===== config.mk =====
export PLATFORM = sky130hd
export DESIGN_NAME = dual_station_fill_sequencer_top_flat
export DESIGN_NICKNAME = d
export VERILOG_FILES = /design/src/rtl/dsfs_pkg.sv /design/src/rtl/dsfs_if.sv /design/src/rtl/dsfs_seq.sv /design/src/rtl/dual_station_fill_sequencer_top.sv /design/src/flat_wrapper.sv
export SDC_FILE = /design/constraint.sdc
export NUM_CORES = 1
export LEC_CHECK = 0
export ABC_AREA = 1
export BUFFER_PORTS_ARGS = -buffer_cell sky130_fd_sc_hd__buf_4
export CAP_MARGIN = 20
export CORE_MARGIN = 2
export CORE_UTILIZATION = 54
export DETAILED_ROUTE_END_ITERATION = 6
export PLACE_DENSITY = 0.73
export REMOVE_ABC_BUFFERS = 1
export SLEW_MARGIN = 5
export SYNTH_ARGS = -nofsm -noshare
export SYNTH_HDL_FRONTEND = slang
export SYNTH_SLANG_ARGS = --single-unit

===== constraint.sdc =====
create_clock -name clk_i -period 3.16 [get_ports clk_i]
set_clock_uncertainty 0.1 [all_clocks]
set_input_delay 0.316 -clock clk_i [delete_from_list [all_inputs] [get_ports clk_i]]
set_output_delay 0.316 -clock clk_i [all_outputs]
set_load 0.02 [all_outputs]

===== src/rtl/dsfs_pkg.sv =====
// Shared types and constants of the dual station fill sequencer.
`default_nettype none

package dsfs_pkg;

  localparam int unsigned TICK_W = 9;
  localparam int unsigned STEP_W = 5;
  localparam int unsigned DRV_W  = 6;

  localparam logic [1:0] CFG_OPEN   = 2'd0;
  localparam logic [1:0] CFG_SETTLE = 2'd1;
  localparam logic [1:0] CFG_RESUME = 2'd2;

  localparam logic [STEP_W-1:0] ST_IDLE     = 5'd0;
  localparam logic [STEP_W-1:0] ST_MANUAL   = 5'd1;
  localparam logic [STEP_W-1:0] ST_START    = 5'd2;
  localparam logic [STEP_W-1:0] ST_FILL     = 5'd3;
  localparam logic [STEP_W-1:0] ST_PRESENCE = 5'd4;
  localparam logic [STEP_W-1:0] ST_POSITION = 5'd5;
  localparam logic [STEP_W-1:0] ST_OPEN     = 5'd6;
  localparam logic [STEP_W-1:0] ST_SETTLE   = 5'd7;
  localparam logic [STEP_W-1:0] ST_WAITCUP  = 5'd8;
  localparam logic [STEP_W-1:0] ST_RESUME   = 5'd9;
  localparam int unsigned       HALT_BIT    = 4;

  localparam int unsigned D_FLAP = 0;
  localparam int unsigned D_SHL  = 1;
  localparam int unsigned D_SHR  = 2;
  localparam int unsigned D_CHG  = 3;
  localparam int unsigned D_CONV = 4;
  localparam int unsigned D_MAN  = 5;

  localparam logic [1:0] STATUS_RUN    = 2'd0;
  localparam logic [1:0] STATUS_HALT   = 2'd1;
  localparam logic [1:0] STATUS_MANUAL = 2'd2;
  localparam logic [1:0] STATUS_WAIT   = 2'd3;

  localparam logic [1:0] PROMPT_NONE  = 2'd0;
  localparam logic [1:0] PROMPT_LEFT  = 2'd1;
  localparam logic [1:0] PROMPT_RIGHT = 2'd2;

  typedef struct packed {
    logic [TICK_W-1:0] open_ticks;
    logic [TICK_W-1:0] settle_ticks;
    logic [TICK_W-1:0] resume_ticks;
  } cfg_t;

  typedef struct packed {
    logic weight_left_n;
    logic weight_right_n;
    logic shutter_left_n;
    logic shutter_right_n;
    logic presence_left_n;
    logic presence_right_n;
    logic position_left_n;
    logic position_right_n;
    logic auto_mode;
    logic start_button_n;
    logic stop_button_n;
  } sample_t;

  typedef struct packed {
    logic       flap_right;
    logic       shutter_left_on;
    logic       shutter_right_on;
    logic       change_piston_on;
    logic       conveyor_on;
    logic       manual_lamp;
    logic [1:0] status;
    logic [1:0] prompt;
  } result_t;

endpackage

`default_nettype wire


===== src/rtl/dsfs_if.sv =====
// Valid/ready channel interfaces for sensor samples and drive results.
`default_nettype none

interface dsfs_in_if;
  logic valid;
  logic ready;
  logic weight_left_n;
  logic weight_right_n;
  logic shutter_left_n;
  logic shutter_right_n;
  logic presence_left_n;
  logic presence_right_n;
  logic position_left_n;
  logic position_right_n;
  logic auto_mode;
  logic start_button_n;
  logic stop_button_n;

  modport source (
    output valid, weight_left_n, weight_right_n, shutter_left_n, shutter_right_n,
           presence_left_n, presence_right_n, position_left_n, position_right_n,
           auto_mode, start_button_n, stop_button_n,
    input  ready
  );
  modport sink (
    input  valid, weight_left_n, weight_right_n, shutter_left_n, shutter_right_n,
           presence_left_n, presence_right_n, position_left_n, position_right_n,
           auto_mode, start_button_n, stop_button_n,
    output ready
  );
endinterface

interface dsfs_out_if;
  logic       valid;
  logic       ready;
  logic       flap_right;
  logic       shutter_left_on;
  logic       shutter_right_on;
  logic       change_piston_on;
  logic       conveyor_on;
  logic       manual_lamp;
  logic [1:0] status;
  logic [1:0] prompt;

  modport source (
    output valid, flap_right, shutter_left_on, shutter_right_on, change_piston_on,
           conveyor_on, manual_lamp, status, prompt,
    input  ready
  );
  modport sink (
    input  valid, flap_right, shutter_left_on, shutter_right_on, change_piston_on,
           conveyor_on, manual_lamp, status, prompt,
    output ready
  );
endinterface

`default_nettype wire


===== src/rtl/dsfs_seq.sv =====
// Sequencer state and per-tick step logic of the fill machine.
`default_nettype none

module dsfs_seq
  import dsfs_pkg::*;
#(
  parameter int unsigned COUNT_BITS = 9
) (
  input  wire logic    clk_i,
  input  wire logic    rst_ni,
  input  wire logic    adv_i,
  input  wire cfg_t    cfg_i,
  input  wire sample_t smp_i,
  output result_t      res_o
);

  localparam int unsigned CMP_W = ((COUNT_BITS > TICK_W) ? COUNT_BITS : TICK_W) + 1;

  logic [STEP_W-1:0]     step_q, step_d;
  logic                  side_q, side_d;
  logic [COUNT_BITS-1:0] cnt_q, cnt_d;
  logic [1:0]            fresh_q, fresh_d;
  logic [1:0]            gone_q, gone_d;
  logic                  waited_q, waited_d;
  logic                  shown_q, shown_d;
  logic                  conv_was_q, conv_was_d;
  logic [DRV_W-1:0]      drive_q, drive_d;

  logic [1:0]            w, sh, pr, po;
  logic                  sd, ot;
  logic                  start_p, stop_p;
  logic                  conv_gate;
  logic                  gone_w, fresh_w;
  logic [TICK_W-1:0]     tick_sel;
  logic                  cnt_done;
  logic [COUNT_BITS-1:0] cnt_next;
  logic [3:0]            base;
  logic [1:0]            status;
  logic [1:0]            prompt;

  assign w  = {smp_i.weight_right_n, smp_i.weight_left_n};
  assign sh = {smp_i.shutter_right_n, smp_i.shutter_left_n};
  assign pr = {smp_i.presence_right_n, smp_i.presence_left_n};
  assign po = {smp_i.position_right_n, smp_i.position_left_n};
  assign sd = side_q;
  assign ot = ~side_q;
  assign start_p = ~smp_i.start_button_n;
  assign stop_p  = ~smp_i.stop_button_n;
  assign base    = step_q[3:0];

  assign conv_gate = ~((sh[0] & sh[1]) | (~w[0] & ~w[1]));
  assign gone_w    = pr[ot];
  assign fresh_w   = fresh_q[ot] | (~pr[ot] & gone_q[ot]);

  always_comb begin
    case (step_q)
      ST_OPEN:   tick_sel = cfg_i.open_ticks;
      ST_SETTLE: tick_sel = cfg_i.settle_ticks;
      default:   tick_sel = cfg_i.resume_ticks;
    endcase
  end

  assign cnt_done = ((CMP_W'(cnt_q) + CMP_W'(1)) >= CMP_W'(tick_sel)) || (cnt_q == '1);
  assign cnt_next = cnt_done ? '0 : cnt_q + COUNT_BITS'(1);

  always_comb begin
    step_d     = step_q;
    side_d     = side_q;
    cnt_d      = cnt_q;
    fresh_d    = fresh_q;
    gone_d     = gone_q;
    waited_d   = waited_q;
    shown_d    = shown_q;
    conv_was_d = conv_was_q;
    drive_d    = drive_q;

    if (!smp_i.auto_mode) begin
      drive_d        = '0;
      drive_d[D_MAN] = 1'b1;
      fresh_d        = 2'b11;
      side_d         = 1'b0;
      cnt_d          = '0;
      waited_d       = 1'b0;
      shown_d        = 1'b0;
      conv_was_d     = 1'b0;
      step_d         = ST_MANUAL;
    end else if (step_q[HALT_BIT]) begin
      if (base < ST_START[3:0] || base > ST_RESUME[3:0]) begin
        step_d = ST_IDLE;
      end else if (start_p) begin
        if (conv_was_q) begin
          drive_d[D_CONV] = 1'b1;
          conv_was_d      = 1'b0;
        end
        step_d = {1'b0, base};
      end
    end else if (step_q == ST_MANUAL) begin
      drive_d = '0;
      step_d  = ST_IDLE;
    end else if (step_q >= ST_START && step_q <= ST_RESUME) begin
      unique case (step_q)
        ST_START: begin
          if (w[sd] && !sh[sd]) begin
            drive_d[D_FLAP] = sd;
            drive_d[D_CONV] = 1'b1;
            step_d          = ST_FILL;
          end else begin
            step_d = ST_PRESENCE;
          end
        end
        ST_FILL: begin
          if (w[sd]) begin
            drive_d[D_CONV] = conv_gate;
            gone_d[ot]      = gone_w;
            fresh_d[ot]     = fresh_w;
          end else begin
            step_d = ST_PRESENCE;
          end
        end
        ST_PRESENCE: begin
          if (pr[sd]) begin
            drive_d[D_CONV] = conv_gate;
            gone_d[ot]      = gone_w;
            fresh_d[ot]     = fresh_w;
          end else begin
            step_d = ST_POSITION;
          end
        end
        ST_POSITION: begin
          if (po[sd]) begin
            drive_d[D_CONV] = conv_gate;
            gone_d[ot]      = gone_w;
            fresh_d[ot]     = fresh_w;
          end else begin
            if (!sh[ot]) drive_d[D_FLAP] = ot;
            else drive_d[D_CONV] = 1'b0;
            if (!pr[sd]) begin
              if (sd) drive_d[D_SHR] = 1'b1;
              else drive_d[D_SHL] = 1'b1;
              cnt_d  = '0;
              step_d = ST_OPEN;
            end else begin
              side_d = ot;
              step_d = ST_START;
            end
          end
        end
        ST_OPEN: begin
          gone_d[ot]      = gone_w;
          fresh_d[ot]     = fresh_w;
          drive_d[D_CONV] = conv_gate;
          if (!shown_q && !fresh_w) shown_d = 1'b1;
          cnt_d = cnt_next;
          if (cnt_done) begin
            if (sd) drive_d[D_SHR] = 1'b0;
            else drive_d[D_SHL] = 1'b0;
            fresh_d[sd] = 1'b0;
            step_d      = ST_SETTLE;
          end
        end
        ST_SETTLE: begin
          gone_d[ot]      = gone_w;
          fresh_d[ot]     = fresh_w;
          drive_d[D_CONV] = conv_gate;
          if (!w[ot]) drive_d[D_FLAP] = sd;
          cnt_d = cnt_next;
          if (cnt_done) step_d = ST_WAITCUP;
        end
        ST_WAITCUP: begin
          if (!fresh_q[ot]) begin
            gone_d[ot]      = gone_w;
            fresh_d[ot]     = fresh_w;
            shown_d         = 1'b1;
            drive_d[D_CONV] = conv_gate;
            waited_d        = 1'b1;
          end else begin
            shown_d = 1'b0;
            cnt_d   = '0;
            if (waited_q) begin
              step_d = ST_RESUME;
            end else begin
              drive_d[D_CHG] = ~sd;
              side_d         = ot;
              step_d         = ST_START;
            end
          end
        end
        ST_RESUME: begin
          drive_d[D_CONV] = conv_gate;
          cnt_d           = cnt_next;
          if (cnt_done) begin
            waited_d       = 1'b0;
            drive_d[D_CHG] = ~sd;
            side_d         = ot;
            step_d         = ST_START;
          end
        end
        default: begin
        end
      endcase
      if (stop_p) begin
        if (drive_d[D_CONV]) begin
          drive_d[D_CONV] = 1'b0;
          conv_was_d      = 1'b1;
        end
        step_d[HALT_BIT] = 1'b1;
      end
    end else begin
      step_d = ST_IDLE;
      if (start_p) begin
        side_d   = 1'b0;
        cnt_d    = '0;
        fresh_d  = 2'b11;
        waited_d = 1'b0;
        step_d   = ST_START;
      end
    end
  end

  always_comb begin
    if (step_d == ST_MANUAL) status = STATUS_MANUAL;
    else if (step_d[HALT_BIT]) status = STATUS_HALT;
    else if (step_d >= ST_START && step_d <= ST_RESUME) status = STATUS_RUN;
    else status = STATUS_WAIT;
  end

  always_comb begin
    prompt = PROMPT_NONE;
    if (status == STATUS_RUN && shown_d && !fresh_d[~side_d]) begin
      prompt = side_d ? PROMPT_LEFT : PROMPT_RIGHT;
    end
  end

  assign res_o.flap_right       = drive_d[D_FLAP];
  assign res_o.shutter_left_on  = drive_d[D_SHL];
  assign res_o.shutter_right_on = drive_d[D_SHR];
  assign res_o.change_piston_on = drive_d[D_CHG];
  assign res_o.conveyor_on      = drive_d[D_CONV];
  assign res_o.manual_lamp      = drive_d[D_MAN];
  assign res_o.status           = status;
  assign res_o.prompt           = prompt;

  always_ff @(posedge clk_i or negedge rst_ni) begin
    if (!rst_ni) begin
      step_q     <= ST_IDLE;
      side_q     <= 1'b0;
      cnt_q      <= '0;
      fresh_q    <= 2'b11;
      gone_q     <= 2'b00;
      waited_q   <= 1'b0;
      shown_q    <= 1'b0;
      conv_was_q <= 1'b0;
      drive_q    <= '0;
    end else if (adv_i) begin
      step_q     <= step_d;
      side_q     <= side_d;
      cnt_q      <= cnt_d;
      fresh_q    <= fresh_d;
      gone_q     <= gone_d;
      waited_q   <= waited_d;
      shown_q    <= shown_d;
      conv_was_q <= conv_was_d;
      drive_q    <= drive_d;
    end
  end

endmodule

`default_nettype wire


===== src/rtl/dual_station_fill_sequencer_top.sv =====
// Dual station fill sequencer: sample pipeline, tick registers and sequencer.
//
// Usage: present one sensor/button sample per 10 ms tick on in_i; each
// transfer on in_i yields exactly one result transfer on out_o carrying the
// piston, flap, conveyor and lamp drives plus status and prompt codes.
// The block is a two-register pipeline: a sample register and a result
// register with the sequencer logic between them. One sample per cycle is
// sustained while out_o accepts results, set by the single sequencer update
// per cycle.
// The tick registers (open, settle, resume) are written through cfg_we_i,
// cfg_idx_i and cfg_data_i; the user must write them only while no sample
// is in flight, which the block does not enforce. Unknown indexes are ignored.
// Reset: both pipeline stages empty, sequencer awaiting start, all drives
// off, tick registers at 101, 301 and 201.
// A stalled out_o holds its result; an empty sample register still takes
// one more sample, after which in_i.ready drops until out_o moves again.
`default_nettype none

module dual_station_fill_sequencer_top
  import dsfs_pkg::*;
#(
  parameter int unsigned COUNT_BITS = 9
) (
  input  wire logic              clk_i,
  input  wire logic              rst_ni,
  dsfs_in_if.sink                in_i,
  dsfs_out_if.source             out_o,
  input  wire logic              cfg_we_i,
  input  wire logic [1:0]        cfg_idx_i,
  input  wire logic [TICK_W-1:0] cfg_data_i
);

  cfg_t    cfg_q;
  sample_t smp_q, smp_d;
  logic    smp_vld_q;
  result_t res_q, res_d;
  logic    res_vld_q;
  logic    adv;

  assign adv      = smp_vld_q & (~res_vld_q | out_o.ready);
  assign in_i.ready = ~smp_vld_q | adv;

  assign smp_d.weight_left_n    = in_i.weight_left_n;
  assign smp_d.weight_right_n   = in_i.weight_right_n;
  assign smp_d.shutter_left_n   = in_i.shutter_left_n;
  assign smp_d.shutter_right_n  = in_i.shutter_right_n;
  assign smp_d.presence_left_n  = in_i.presence_left_n;
  assign smp_d.presence_right_n = in_i.presence_right_n;
  assign smp_d.position_left_n  = in_i.position_left_n;
  assign smp_d.position_right_n = in_i.position_right_n;
  assign smp_d.auto_mode        = in_i.auto_mode;
  assign smp_d.start_button_n   = in_i.start_button_n;
  assign smp_d.stop_button_n    = in_i.stop_button_n;

  always_ff @(posedge clk_i or negedge rst_ni) begin
    if (!rst_ni) begin
      cfg_q.open_ticks   <= TICK_W'(101);
      cfg_q.settle_ticks <= TICK_W'(301);
      cfg_q.resume_ticks <= TICK_W'(201);
    end else if (cfg_we_i) begin
      unique case (cfg_idx_i)
        CFG_OPEN:   cfg_q.open_ticks   <= cfg_data_i;
        CFG_SETTLE: cfg_q.settle_ticks <= cfg_data_i;
        CFG_RESUME: cfg_q.resume_ticks <= cfg_data_i;
        default: begin
        end
      endcase
    end
  end

  always_ff @(posedge clk_i or negedge rst_ni) begin
    if (!rst_ni) begin
      smp_vld_q <= 1'b0;
      res_vld_q <= 1'b0;
    end else begin
      if (in_i.ready) smp_vld_q <= in_i.valid;
      if (adv) res_vld_q <= 1'b1;
      else if (out_o.ready) res_vld_q <= 1'b0;
    end
  end

  always_ff @(posedge clk_i) begin
    if (in_i.valid && in_i.ready) smp_q <= smp_d;
    if (adv) res_q <= res_d;
  end

  dsfs_seq #(
    .COUNT_BITS(COUNT_BITS)
  ) u_seq (
    .clk_i (clk_i),
    .rst_ni(rst_ni),
    .adv_i (adv),
    .cfg_i (cfg_q),
    .smp_i (smp_q),
    .res_o (res_d)
  );

  assign out_o.valid            = res_vld_q;
  assign out_o.flap_right       = res_q.flap_right;
  assign out_o.shutter_left_on  = res_q.shutter_left_on;
  assign out_o.shutter_right_on = res_q.shutter_right_on;
  assign out_o.change_piston_on = res_q.change_piston_on;
  assign out_o.conveyor_on      = res_q.conveyor_on;
  assign out_o.manual_lamp      = res_q.manual_lamp;
  assign out_o.status           = res_q.status;
  assign out_o.prompt           = res_q.prompt;

endmodule

`default_nettype wire


===== src/flat_wrapper.sv =====
// flat-port wrapper written by rule: the top's interface ports become plain ports
module dual_station_fill_sequencer_top_flat import dsfs_pkg::*;
#(
  parameter int unsigned COUNT_BITS = 9
)
  (clk_i, rst_ni, cfg_we_i, cfg_idx_i, cfg_data_i, in_i_valid, in_i_weight_left_n, in_i_weight_right_n, in_i_shutter_left_n, in_i_shutter_right_n, in_i_presence_left_n, in_i_presence_right_n, in_i_position_left_n, in_i_position_right_n, in_i_auto_mode, in_i_start_button_n, in_i_stop_button_n, in_i_ready, out_o_valid, out_o_flap_right, out_o_shutter_left_on, out_o_shutter_right_on, out_o_change_piston_on, out_o_conveyor_on, out_o_manual_lamp, out_o_status, out_o_prompt, out_o_ready);
  dsfs_in_if in_i_i ();
  dsfs_out_if out_o_i ();
  input  wire logic clk_i;
  input  wire logic rst_ni;
  input  wire logic cfg_we_i;
  input  wire logic [1:0] cfg_idx_i;
  input  wire logic [TICK_W-1:0] cfg_data_i;
  input wire logic [$bits(in_i_i.valid)-1:0] in_i_valid;
  input wire logic [$bits(in_i_i.weight_left_n)-1:0] in_i_weight_left_n;
  input wire logic [$bits(in_i_i.weight_right_n)-1:0] in_i_weight_right_n;
  input wire logic [$bits(in_i_i.shutter_left_n)-1:0] in_i_shutter_left_n;
  input wire logic [$bits(in_i_i.shutter_right_n)-1:0] in_i_shutter_right_n;
  input wire logic [$bits(in_i_i.presence_left_n)-1:0] in_i_presence_left_n;
  input wire logic [$bits(in_i_i.presence_right_n)-1:0] in_i_presence_right_n;
  input wire logic [$bits(in_i_i.position_left_n)-1:0] in_i_position_left_n;
  input wire logic [$bits(in_i_i.position_right_n)-1:0] in_i_position_right_n;
  input wire logic [$bits(in_i_i.auto_mode)-1:0] in_i_auto_mode;
  input wire logic [$bits(in_i_i.start_button_n)-1:0] in_i_start_button_n;
  input wire logic [$bits(in_i_i.stop_button_n)-1:0] in_i_stop_button_n;
  output wire logic [$bits(in_i_i.ready)-1:0] in_i_ready;
  output wire logic [$bits(out_o_i.valid)-1:0] out_o_valid;
  output wire logic [$bits(out_o_i.flap_right)-1:0] out_o_flap_right;
  output wire logic [$bits(out_o_i.shutter_left_on)-1:0] out_o_shutter_left_on;
  output wire logic [$bits(out_o_i.shutter_right_on)-1:0] out_o_shutter_right_on;
  output wire logic [$bits(out_o_i.change_piston_on)-1:0] out_o_change_piston_on;
  output wire logic [$bits(out_o_i.conveyor_on)-1:0] out_o_conveyor_on;
  output wire logic [$bits(out_o_i.manual_lamp)-1:0] out_o_manual_lamp;
  output wire logic [$bits(out_o_i.status)-1:0] out_o_status;
  output wire logic [$bits(out_o_i.prompt)-1:0] out_o_prompt;
  input wire logic [$bits(out_o_i.ready)-1:0] out_o_ready;
  assign in_i_i.valid = in_i_valid;
  assign in_i_i.weight_left_n = in_i_weight_left_n;
  assign in_i_i.weight_right_n = in_i_weight_right_n;
  assign in_i_i.shutter_left_n = in_i_shutter_left_n;
  assign in_i_i.shutter_right_n = in_i_shutter_right_n;
  assign in_i_i.presence_left_n = in_i_presence_left_n;
  assign in_i_i.presence_right_n = in_i_presence_right_n;
  assign in_i_i.position_left_n = in_i_position_left_n;
  assign in_i_i.position_right_n = in_i_position_right_n;
  assign in_i_i.auto_mode = in_i_auto_mode;
  assign in_i_i.start_button_n = in_i_start_button_n;
  assign in_i_i.stop_button_n = in_i_stop_button_n;
  assign in_i_ready = in_i_i.ready;
  assign out_o_valid = out_o_i.valid;
  assign out_o_flap_right = out_o_i.flap_right;
  assign out_o_shutter_left_on = out_o_i.shutter_left_on;
  assign out_o_shutter_right_on = out_o_i.shutter_right_on;
  assign out_o_change_piston_on = out_o_i.change_piston_on;
  assign out_o_conveyor_on = out_o_i.conveyor_on;
  assign out_o_manual_lamp = out_o_i.manual_lamp;
  assign out_o_status = out_o_i.status;
  assign out_o_prompt = out_o_i.prompt;
  assign out_o_i.ready = out_o_ready;
  dual_station_fill_sequencer_top #(.COUNT_BITS(COUNT_BITS)) u_core (.clk_i(clk_i), .rst_ni(rst_ni), .in_i(in_i_i), .out_o(out_o_i), .cfg_we_i(cfg_we_i), .cfg_idx_i(cfg_idx_i), .cfg_data_i(cfg_data_i));
endmodule

-- Word-level counts from Yosys, hierarchy flattened
Cells that the tools add are included.
- register bits: 78
- output and inout bits: 12
- $add $sub $neg: 2
- order comparisons: 12
- eq/ne operators: 33
- muxes and demuxes: 149
- bitwise operators: 20
- reductions and logical operators: 28
- operators by type and width (kind ; count):
    $mux W1 ; 82
    $mux W9 ; 9
    $mux W5 ; 10
    $mux W2 ; 21
    $pmux W5 S8 ; 1
    $mux W4 ; 7
    $pmux W9 S3 ; 1
    $ne A4 B4 Y1 const B ; 6
    $ne A3 B3 Y1 const B ; 7
    $eq A5 B3 Y1 const B ; 4
    $pmux W9 S2 ; 1
    $reduce_and A7 Y1 ; 2
    $ne A2 B2 Y1 const B ; 6
    $pmux W2 S6 ; 1
    $add A9 B1 Y10 const B ; 1
    $eq A5 B1 Y1 const B ; 2
    $eq A5 B2 Y1 const B ; 2
    $eq A5 B4 Y1 const B ; 2
    $ge A10 B9 Y1 ; 1
    $ge A5 B2 Y1 const B ; 2
    $le A5 B4 Y1 const B ; 2
    $not A1 Y1 ; 10
    $pmux W2 S5 ; 1
    $reduce_and A10 Y1 ; 1
    other kinds (31) ; 62

-- Depth between registers and ports, before layout
Gate-level depths: netlist (run 1).
- word-level depth: 19
- mapped depth: 32
- mapped depth without buffers: 31

-- By module
A second synthesis (run 1) with hierarchy kept.
- cells, all modules: 620
- area, all modules: 4817.1 sq um
- modules (own cells, without submodules) (module ; times used ; cells an instance ; area an instance (sq um)):
    dsfs_seq ; 1 ; 469 ; 2942.8
    dual_station_fill_sequencer_top ; 1 ; 151 ; 1874.3

-- Worst setup path before layout (run 1)
OpenSTA, ideal clock, no wires.
- path type: reg-to-reg
- start: reg u_core.u_seq.step_q[3]
- end: reg u_core.res_q, in the netlist u_core.out_o.prompt[1] (data pin)
- arrival: 2.941 ns
- required time: 2.800 ns
- setup slack: -0.142 ns
- cell stages (with the launch flop): 27
- clock period less this slack: 3.302 ns
- cell sequence: dfrtp_1 > inv_2 > nand2_1 > inv_2 > nand3_1 > buf_2 > nor2_4 > buf_4 > a22o_1 > a21oi_1 > ha_1 > nand2_1 > inv_1 > a21oi_1 > nand2_1 > nand2_1 > nand2_1 > a21oi_1 > nand2_1 > nand2_1 > nand2_1 > nand2_1 > nand3_1 > nand2_1 > a21oi_1 > nand2_1 > nor2_1
- longest elaborated chain between the ends: 18
- elaborated cells on any way between the ends: 64
- classes of those cells: 7 x order compare; 10 x eq/ne; 39 x mux; 8 x reduce/logical
- RTL lines (element ; line ; text):
    start: declaration ; dsfs_seq.sv:19 ; logic [STEP_W-1:0] step_q, step_d;
    start signal: assignment ; dsfs_seq.sv:255 ; step_q <= step_d;
    $eq A5 B3 Y1 ; dsfs_seq.sv:56, dsfs_seq.sv:101 ;
    $pmux W9 S2 ; dsfs_seq.sv:56 ; case (step_q)
    $ge A10 B9 Y1 ; dsfs_seq.sv:63 ; assign cnt_done = ((CMP_W'(cnt_q) + CMP_W'(1)) >= CMP_W'(tick_sel)) || (cnt_q == '1);
    $logic_or A1 B1 Y1 ; dsfs_seq.sv:63 ;
    $mux W4 (on tied branches) ; dsfs_seq.sv:191, dsfs_seq.sv:154, dsfs_seq.sv:167 ;
    $pmux W5 S8 ; dsfs_seq.sv:101 ; unique case (step_q)
    $mux W5 ; dsfs_seq.sv:100 ; end else if (step_q >= ST_START && step_q <= ST_RESUME) begin
    $mux W5 ; dsfs_seq.sv:97 ; end else if (step_q == ST_MANUAL) begin
    $mux W5 ; dsfs_seq.sv:87 ; end else if (step_q[HALT_BIT]) begin
    $mux W5 ; dsfs_seq.sv:77 ; if (!smp_i.auto_mode) begin
    $ge A5 B2 Y1 / $le A5 B4 Y1 (equally long branches) ; dsfs_seq.sv:223 ; else if (step_d >= ST_START && step_d <= ST_RESUME) status = STATUS_RUN;
    $logic_and A1 B1 Y1 ; dsfs_seq.sv:223 ;
    $mux W2 ; dsfs_seq.sv:223 ;
    $mux W2 ; dsfs_seq.sv:222 ; else if (step_d[HALT_BIT]) status = STATUS_HALT;
    $mux W2 ; dsfs_seq.sv:221 ; if (step_d == ST_MANUAL) status = STATUS_MANUAL;
    $logic_not A2 Y1 ; dsfs_seq.sv:229 ; if (status == STATUS_RUN && shown_d && !fresh_d[~side_d]) begin
    $logic_and A1 B1 Y1 (2 in a row) ; dsfs_seq.sv:229 ;
    end signal: assignment ; dual_station_fill_sequencer_top.sv:84 ; if (adv) res_q <= res_d;
    end: declaration ; dual_station_fill_sequencer_top.sv:36 ; result_t res_q, res_d;
Several ways; a longest one is shown, not always the timed one. The select of a mux whose other input is x is not followed.
A chain may end at the register's enable or synchronous reset.

-- Final worst setup path (run 1)
Same ends and word-level chain as after synthesis.

==> results of run 1 <==
-- path summary, 6_finish.rpt --
kind	from	to	slack, ns	depth (start not counted)
setup / recovery	u_core.u_seq.step_q[3]	u_core.out_o.prompt[1]	-0.09	22
hold / removal	in_i_position_right_n	u_core.smp_q[3]	0.03	1
setup reg to reg	u_core.u_seq.step_q[3]	u_core.out_o.prompt[1]	-0.09	22
hold reg to reg	u_core.cfg_q[16]	u_core.cfg_q[16]	0.39	2
max in group asynchronous	rst_ni	u_core.u_seq.drive_q[1]	2.02	2
min in group asynchronous	rst_ni	u_core.u_seq.cnt_q[0]	0.47	2
-- synthesized netlist by cell type, drive strengths merged (3+ instances only) --
cell type,instances
o21ai,70
xor2,4
dfrtp,42
nor2,48
o31ai,3
dfstp,15
clkbuf,6
buf,7
nor3,13
edfxtp,21
nand2,161
nand3,28
a22o,8
inv,80
a21oi,23
o22ai,9
nand4,8
a31oi,3
ha,11
-- cells by family after synthesis --
family / synth area share, %
adders and majority gates: 3.04
buffers and inverters: 8.11
and+or+nand+nor: 25.8
AOI/OAI and AO/OA: 16.3
xor gates and xnor gates: 0.775
DFF: 45.9
-- worst max-delay path, delay by kind of cell, from the launching register on --
family / cells / cell delay, ns
DFF: 1 / 0.41
adders and majority gates: 1 / 0.28
and+or+nand+nor: 12 / 1.01
AOI/OAI and AO/OA: 4 / 0.65
buffers and inverters: 5 / 0.53
-- cells in the final DEF, fill, tap and decap left out, types with 2 or more instances in the layout --
cell type,instances
sky130_fd_sc_hd__nand3_4,2
sky130_fd_sc_hd__o211ai_1,2
sky130_fd_sc_hd__o21ai_1,6
sky130_fd_sc_hd__a21oi_2,9
sky130_fd_sc_hd__buf_6,4
sky130_fd_sc_hd__nand3_2,2
sky130_fd_sc_hd__nand2_1,149
sky130_fd_sc_hd__ha_1,11
sky130_fd_sc_hd__inv_2,8
sky130_fd_sc_hd__edfxtp_1,21
sky130_fd_sc_hd__o31ai_1,2
sky130_fd_sc_hd__nor2_4,6
sky130_fd_sc_hd__inv_1,72
sky130_fd_sc_hd__nand2_2,11
sky130_fd_sc_hd__nor3_2,2
sky130_fd_sc_hd__dfstp_2,15
sky130_fd_sc_hd__a31oi_1,3
sky130_fd_sc_hd__xor2_1,4
sky130_fd_sc_hd__o21ai_2,2
sky130_fd_sc_hd__o22ai_1,8
sky130_fd_sc_hd__clkinv_4,2
sky130_fd_sc_hd__nand4_1,8
sky130_fd_sc_hd__o21ai_0,61
sky130_fd_sc_hd__nand3b_1,2
sky130_fd_sc_hd__a22o_1,8
sky130_fd_sc_hd__nor2_2,5
sky130_fd_sc_hd__nand3_1,24
sky130_fd_sc_hd__a21oi_1,14
sky130_fd_sc_hd__clkbuf_8,9
sky130_fd_sc_hd__a211oi_1,2
sky130_fd_sc_hd__nor2_1,37
sky130_fd_sc_hd__buf_4,75
sky130_fd_sc_hd__inv_6,3
sky130_fd_sc_hd__dfrtp_1,42
sky130_fd_sc_hd__and3_1,2
sky130_fd_sc_hd__nor3_1,10
-- metrics by stage --
| step | cell area (µm²) | setup WS, ns | hold WS [ns] | TNS (ns) |
|---|---|---|---|---|
| floorplan | 4460 | -0.355 | -0.0796 | -1.55 |
| global route | 5560 | -0.375 | 0.0140 | -2.49 |
| CTS | 5430 | -0.00397 | 0.0162 | -0.00572 |
| detailed placement | 5120 | -0.227 | 0.331 | -0.888 |
| finish | 5560 | -0.0924 | 0.0304 | -0.315 |
| global placement | 5120 | -0.148 | 0.318 | -0.479 |
-- layer usage --
| layer | part of all wire, % | GRT usage, % |
|---|---|---|
| met5 | 0 | 0 |
| met4 | 1.1 | 7.86 |
| met3 | 5.3 | 4.98 |
| met2 | 45 | 43.0 |
| met1 | 48 | 41.6 |
-- final cells by class --
cell class | instances | area (µm²)
fill | 699 | 2610
timing repair buffer | 81 | 638
sequential | 78 | 2080
clock inverter | 7 | 78.8
clock buffer | 9 | 124
tap | 105 | 131
multi-input combinational | 407 | 2210
inverter | 81 | 304
-- sequential cells by signal, summed over array words and instances (netlist names) --
name and count:
u_core.cfg_q 27, u_core.out_o.change_piston_on 1, u_core.out_o.conveyor_on 1, u_core.out_o.flap_right 1, u_core.out_o.manual_lamp 1, u_core.out_o.prompt 2, u_core.out_o.shutter_left_on 1, u_core.out_o.shutter_right_on 1
u_core.out_o.status 2, u_core.out_o.valid 1, u_core.smp_q 11, u_core.smp_vld_q 1, u_core.u_seq.cnt_q 9, u_core.u_seq.conv_was_q 1, u_core.u_seq.drive_q 6, u_core.u_seq.fresh_q 2
u_core.u_seq.gone_q 2, u_core.u_seq.sd 1, u_core.u_seq.shown_q 1, u_core.u_seq.step_q 5, u_core.u_seq.waited_q 1
-- power by group through the flow --
stage          Clock [mW]  Sequential, mW  Combinational, mW
2_1_floorplan           0            1.40              0.936
3_3_place_gp            0            1.37               1.54
3_5_place_dp            0            1.37               1.55
4_1_cts             0.798            1.36               1.60
5_1_grt             0.831            1.39               1.90
6_report            0.780            1.37               1.71
-- timing repair --
| item | 4_1_cts | 5_1_grt |
|---|---|---|
| hold buffers | 1 | 0 |
| pin swaps | 5 | 18 |
| gates resized for setup | 16 | 25 |
| hold endpoints to repair | 42 | 0 |
| buffers inserted | 5 | 6 |
| cloned | 0 | 0 |
| endpoints found under the setup margin | 10 | 16 |
==> impl.org, run 1 <==
** Status
- Outcome :: complete, but fails checks
- The final reports fail on negative setup slack.

** Power
- Seq pwr share :: 35.5%
- In this run the power spent charging and discharging nets is 1.59 mW.
- The analysis attributes to cell leakage a power of 2.71 nW.
- The clock network accounts for 20.2% of the total power.
- Switching Share :: 41.2%
- The internal power of the cells totals 2.27 mW.
- Pwr/cell area :: 693 nW/µm²
- VDD sags by at most 0.456 mV.
- Total power :: 3.85 mW
- Combinational logic burns 44.3% of the power.

** Drt
- The first routing iteration left 283 violations.
- The first detailed-routing pass took 5 iterations.
- Vias post-DR :: 4229
- Ratio of routed vias to standard cells :: 5.51
- For this run, design rule violations remaining after detail routing come to 0.
- Total Wirelength :: 12.0 mm
- Remaining number of nets flagged by the antenna check after routing :: 0
- Dividing the detail-routed wire length by the instance count gives 15.7 µm.

** STA
- The final count of hold timing violations was 0.
- Max transition margin :: 51.0%
- Final slew viol count :: 0
- The worst path uses 103% of the clock period.
- PnR worst setup slack :: -0.0924 ns
- Setup repair after global routing could not meet its margin everywhere.
- Setup violations remaining at the end of the flow were counted as 4.
- Slew at the pin with the worst max-slew slack :: 0.735 ns
- For the finished layout, the period the worst path requires is 3.25 ns.
- For this run, the top clock speed supported by timing is 0.307 GHz.

** Yosys
- Syn_area_per_cell :: 7.81 µm²
- In this run, synthesis inferred 21 flip-flops with an integrated enable.
- Yosys warning count :: 0
- The most used flip-flop cell after synthesis is sky130_fd_sc_hd__dfrtp_1.
- In the synthesized netlist, the number of instances is 579.
- Proportion of synthesized chip area in sequential cells :: 45.9%
- Library cell with the largest summed area after synthesis :: sky130_fd_sc_hd__dfrtp_1
- After synthesis, the netlist uses 46 different library cells.
- The synthesized design contains 78 register bits.
- Fraction of registers with async set/reset :: 73.1%
- In this run the cell area of the synthesized design comes to 4520 µm².
- Area share of the largest cell type after synthesis :: 23.2%
- By area the synthesized netlist is led by sky130_fd_sc_hd__dfrtp_1 (23%), sky130_fd_sc_hd__edfxtp_1 (14%), sky130_fd_sc_hd__nand2_1 (13%).

** Clock tree
- H-tree level count :: 3
- The later pin in the worst-skew pair is clocked with a latency of 0.35 ns.
- # clock sinks :: 78
- TritonCTS built the clock tree.
- The clock passes through at most 2 buffers.
- The tree is rooted in a sky130_fd_sc_hd__clkbuf_8.
- Clock-pin slew reported for the worst setup and hold paths after clock tree synthesis :: 0.09 ns
- TritonCTS Buffers :: 9

** Critical path
- Crit. End Element :: register
- Crit-path slowest cell :: sky130_fd_sc_hd__dfrtp_1
- Class of the most critical setup path :: register to register
- Biggest fanout along the worst timing path :: 5
- Required time at the endpoint of the critical path :: 3.17 ns
- Crit path arrival time :: 3.26 ns
- STA classifies the critical path startpoint as a register.
- The largest single stage delay on the critical path is 0.41 ns.
- Traced cell by cell, the critical path runs through inv_2, nand2_2, inv_2, nand3_4, buf_6, buf_12, a22o_1, a21oi_1, ha_1, a21oi_1, nand2_2, nand2_4, buf_6, nand4_1, nand3_1, nand2_1, nand2_2, nor2_1, nand2_1, a21oi_2, nand2_1, nor2_1.

** Placement
- Routability cong. :: 0.950
- Placed cell count :: 742
- Port Buffer Count :: 38
- Dpl hpwl :: 8.72 mm

** GRT
- First-pass GRT wire length :: 19.9 mm
- Number of global-route vias before repair :: 4066
- Global route overflow :: 0
- Global routing used 28.3% of the available tracks.
- The initial antenna violation count was 0.
- Entering global routing, the biggest net connects 58 pins.

** Floorplan
- Count of pins on the block boundary :: 39
- Core area :: 8180 µm²
- Die area :: 9120 µm²
- Measured along the x axis, the die boundary spans 95.5 µm.
- Die Ht :: 95.5 µm
- Once the floorplan was initialized, standard cells occupied 55.3% of the core.
- In this run the core area contains 33 standard-cell rows.

** Cells and area
- Number of nets in the layout :: 696
- The repair_antennas step left the layout with diodes totalling 0.
- Post-Route Utilization :: 68.0%
- From synthesis to final layout, the design area changed by 23.0%.
- Share of layout cells above drive strength 1 :: 25.0%
- Final cell count without fillers :: 768

** Flow run
- Max cap viols :: 0

** Min path
- Kind of path behind the tightest hold check :: input port to register
Note: power is estimated with default switching activity, not from simulation.
==> run 2, diff against run 1 <==
--- a/config.mk
+++ b/config.mk
@@ -8,10 +8,11 @@
 export ABC_AREA = 1
 export BUFFER_PORTS_ARGS = -buffer_cell sky130_fd_sc_hd__buf_4
 export CAP_MARGIN = 20
+export CORE_ASPECT_RATIO = 0.5
 export CORE_MARGIN = 2
-export CORE_UTILIZATION = 54
+export CORE_UTILIZATION = 28
 export DETAILED_ROUTE_END_ITERATION = 6
-export PLACE_DENSITY = 0.73
+export PLACE_DENSITY = 0.42
 export REMOVE_ABC_BUFFERS = 1
 export SLEW_MARGIN = 5
 export SYNTH_ARGS = -nofsm -noshare
==> run 2 against run 1 <==
Non-clock buffer count is 11 higher; worst hold slack better by 0.0060 ns; count of clock-buffer cells in the layout stayed put; sequential power hardly changed; maximum frequency is 2.5% higher; utilization is 30 points lower; power is 7.6% higher; via count is 1.9% lower; critical endpoint is now u_core.out_o.prompt[0]; largest cell class unchanged; global-route usage is 11 points lower; the flow still finishes with violations (negative setup slack); flip-flop and latch count stayed put.
==> impl.org, run 2 (synthesized netlist as in run 1, its figures left out) <==
** STA
- Max transition margin :: 48.4% (-2.6 points)
- Setup repair after global routing missed its margin :: yes
- Slew at the pin with the worst max-slew slack :: 0.774 ns (+0.0391 ns)
- PnR worst setup slack :: -0.0117 ns (+0.0807 ns)
- The highest attainable clock frequency is 0.315 GHz (+2.5%).
- Final setup viols :: 3 (-1)
- The final period demand of the worst path was 3.17 ns (-0.0807 ns).
- The final count of hold timing violations came to 0 (unchanged).
- The number of pins exceeding their max-slew limit in the final report is 0 (unchanged).
- The part of the cycle the worst path needs is 100% (-2.6 points).

** Min path
- Cell depth of the worst min-delay path :: 1 (unchanged)
- Kind of path behind the tightest hold check :: input port to register

** Placement
- Dpl hpwl :: 9.96 mm (+14%)
- The post-place instance area came to 5320 µm² (+3.9%).
- Port Buffer Count :: 38 (unchanged)
- Routability cong. :: 0.865 (-8.9%)
- Placed cell count :: 851 (+15%)

** Floorplan
- The starting utilization of the core area is 29.0% (-26 points).
- Count of pins on the block boundary :: 39 (unchanged)
- The area of the die was 17200 µm² (+89%).
- The standard cell core area is 15600 µm² (+91%).
- Std cell rows :: 32 (-3.0%)
- The die outline height was 93.8 µm (-1.7%).
- Width of the die :: 184 µm (+92%)

** Drt
- Number of iterations in the first detailed-routing pass :: 5 (unchanged)
- The routed via count divided by cell count is 4.73 (-14%).
- The number of routed nets with antenna violations is 0 (unchanged).
- Vias post-DR :: 4150 (-1.9%)
- DR iter-0 viols :: 260 (-8.1%)
- Final routed wire length divided by cell count :: 15.4 µm (-1.8%)
- The total DRC errors in the routed layout came to 0 (unchanged).
- The wire length after detailed routing came to 13.5 mm (+12%).

** Critical path
- The largest fanout of any net on the critical path came to 8 (+3).
- Class of the most critical setup path :: register to register
- Required time at the endpoint of the critical path :: 3.17 ns (about the same)
- STA classifies the critical path startpoint as a register.
- The data arrival at the endpoint of the critical path came to 3.18 ns (-0.08 ns).
- Crit. End Element :: register
- Depth of the most critical reg-to-reg path :: 26 (+18%)

** Clock tree
- The total CTS buffers came to 9 (unchanged).
- H-tree level count :: 3 (unchanged)
- Clock insertion delay at the later pin of the skew report :: 0.35 ns (about the same)
- TritonCTS built the clock tree.
- Worst-case clock buffer depth :: 2 (unchanged)
- Clock-pin slew reported for the worst setup and hold paths after clock tree synthesis :: 0.06 ns (-0.03 ns)
- CTS root buffer :: sky130_fd_sc_hd__clkbuf_16
- # clock sinks :: 78 (unchanged)

** Cells and area
- u_core.cfg_q holds more flip-flops than any other register.
- Number of diodes :: 0 (unchanged)
- Registers with the highest flip-flop counts :: u_core.cfg_q: 27 flops, u_core.smp_q: 11 flops, u_core.u_seq.cnt_q: 9 flops
- The count of placed standard cells in the final layout, fillers left out is 878 (+14%).
- Leaving out fill and tap cells, the most frequent cells in the layout are sky130_fd_sc_hd__nand2_1 (142), sky130_fd_sc_hd__buf_4 (82), sky130_fd_sc_hd__inv_1 (72), sky130_fd_sc_hd__o21ai_0 (57), sky130_fd_sc_hd__dfrtp_1 (42).
- From synthesis to final layout, the design area changed by 31.0%.
- The area of all placed cells without fillers came to 5920 µm² (+6.5%).
- Most frequent standard cell in the layout excluding fill and tap cells :: sky130_fd_sc_hd__nand2_1
- Post-Route Utilization :: 38.0% (-30 points)
- Number of nets in the layout :: 707 (+1.6%)
- Share of layout cells above drive strength 1 :: 27.9% (+2.9 points)
- Number of flip-flops under the largest register name :: 27 (unchanged)

** Power
- The leakage component of the power was 2.83 nW (+4.7%).
- The power per standard cell area is 700 nW/µm² (+1.0%).
- Peak ir drop on the vdd network :: 0.277 mV (-39%)
- The power after layout is 4.15 mW (+7.6%).

** GRT
- Global route overflow :: 0 (unchanged)
- The largest net degree at the start of global routing is 58 (unchanged).
- Number of global-route vias before repair :: 4086 (+0.49%)
- The global-route wire length before repair was 21.9 mm (+9.9%).
- The initial antenna violation count is 0 (unchanged).
- The global routing usage summed across all routing layers is 16.8% (-11 points).

** Status
- The checks that failed: negative setup slack.
- Outcome :: complete, but fails checks

** Flow run
- The number of max-capacitance violations reported is 0 (unchanged).
run 2: per-layer routing:
layer  routed length [µm]  track usage (%)  up-vias
li1                     -                -     2107
met3                  641             4.22       20
met2                 5780             25.8       84
met5                    0                0        -
met4                  195             4.80        0
met1                 6900             23.3     1939
run 2: final timing paths:
path | startpoint | end | slack [ns]
setup / recovery | u_core.u_seq.step_q[3] | u_core.out_o.prompt[0] | -0.01
hold / removal | in_i_shutter_left_n | u_core.smp_q[8] | 0.04
setup reg to reg | u_core.u_seq.step_q[3] | u_core.out_o.prompt[0] | -0.01
hold reg to reg | u_core.cfg_q[16] | u_core.cfg_q[16] | 0.39
max in group asynchronous | rst_ni | u_core.u_seq.gone_q[0] | 1.96
min in group asynchronous | rst_ni | u_core.u_seq.cnt_q[2] | 0.49
run 2: through the flow:
| stage | setup TNS, ns | setup slack, ns | hold slack, ns |
|---|---|---|---|
| after global routing | -1.59 | -0.271 | 0.0232 |
| final | -0.0212 | -0.0117 | 0.0364 |
| after global placement | -0.875 | -0.198 | 0.362 |
| after detailed placement | -1.18 | -0.249 | 0.361 |
| after CTS | 0 | 0.00134 | 0.0270 |
| after floorplan | -1.55 | -0.355 | -0.0796 |
run 2: cell type report:
cell class                 instances  area [µm²]
inverter                          81         304
sequential                        78        2080
clock buffer                       9         225
multi-input combinational        407        2250
clock inverter                     7        53.8
timing repair buffer              92         753
tap                              204         255
fill                            1641        9650
run 2: where the power goes:
part / switching (mW) / total (mW) / internal, mW / leakage [nW]
clock network: 0.450 / 0.990 / 0.541 / 0.139
registers: 0.121 / 1.37 / 1.24 / 0.912
logic: 1.10 / 1.79 / 0.694 / 1.78
run 2: critical path, stage by stage (launching register included):
cell	delay [ns]
sky130_fd_sc_hd__dfrtp_1	0.39
sky130_fd_sc_hd__inv_2	0.06
sky130_fd_sc_hd__nand2_2	0.04
sky130_fd_sc_hd__inv_2	0.07
sky130_fd_sc_hd__nand3_4	0.12
sky130_fd_sc_hd__nor2_4	0.13
sky130_fd_sc_hd__buf_12	0.13
sky130_fd_sc_hd__a22o_1	0.12
sky130_fd_sc_hd__a21oi_1	0.05
sky130_fd_sc_hd__ha_1	0.31
sky130_fd_sc_hd__nand2_1	0.08
sky130_fd_sc_hd__inv_1	0.05
sky130_fd_sc_hd__a21oi_2	0.12
sky130_fd_sc_hd__nand2_1	0.07
sky130_fd_sc_hd__nand2_1	0.07
sky130_fd_sc_hd__nand2_2	0.07
sky130_fd_sc_hd__buf_4	0.14
sky130_fd_sc_hd__a21oi_4	0.13
sky130_fd_sc_hd__nand2_1	0.07
sky130_fd_sc_hd__nand2_1	0.06
sky130_fd_sc_hd__nand2_1	0.05
sky130_fd_sc_hd__nand2_1	0.10
sky130_fd_sc_hd__nand3_2	0.09
sky130_fd_sc_hd__nand2_1	0.10
sky130_fd_sc_hd__a21oi_2	0.08
sky130_fd_sc_hd__nand2_2	0.09
sky130_fd_sc_hd__nor2_2	0.04
run 2: repair_timing:
item | in CTS | in global routing
setup endpoints to repair | 13 | 15
pin swaps | 6 | 23
gates resized for setup | 19 | 43
cloned | 0 | 1
hold buffers | 1 | 0
hold endpoints to repair | 36 | 0
setup buffers | 2 | 7
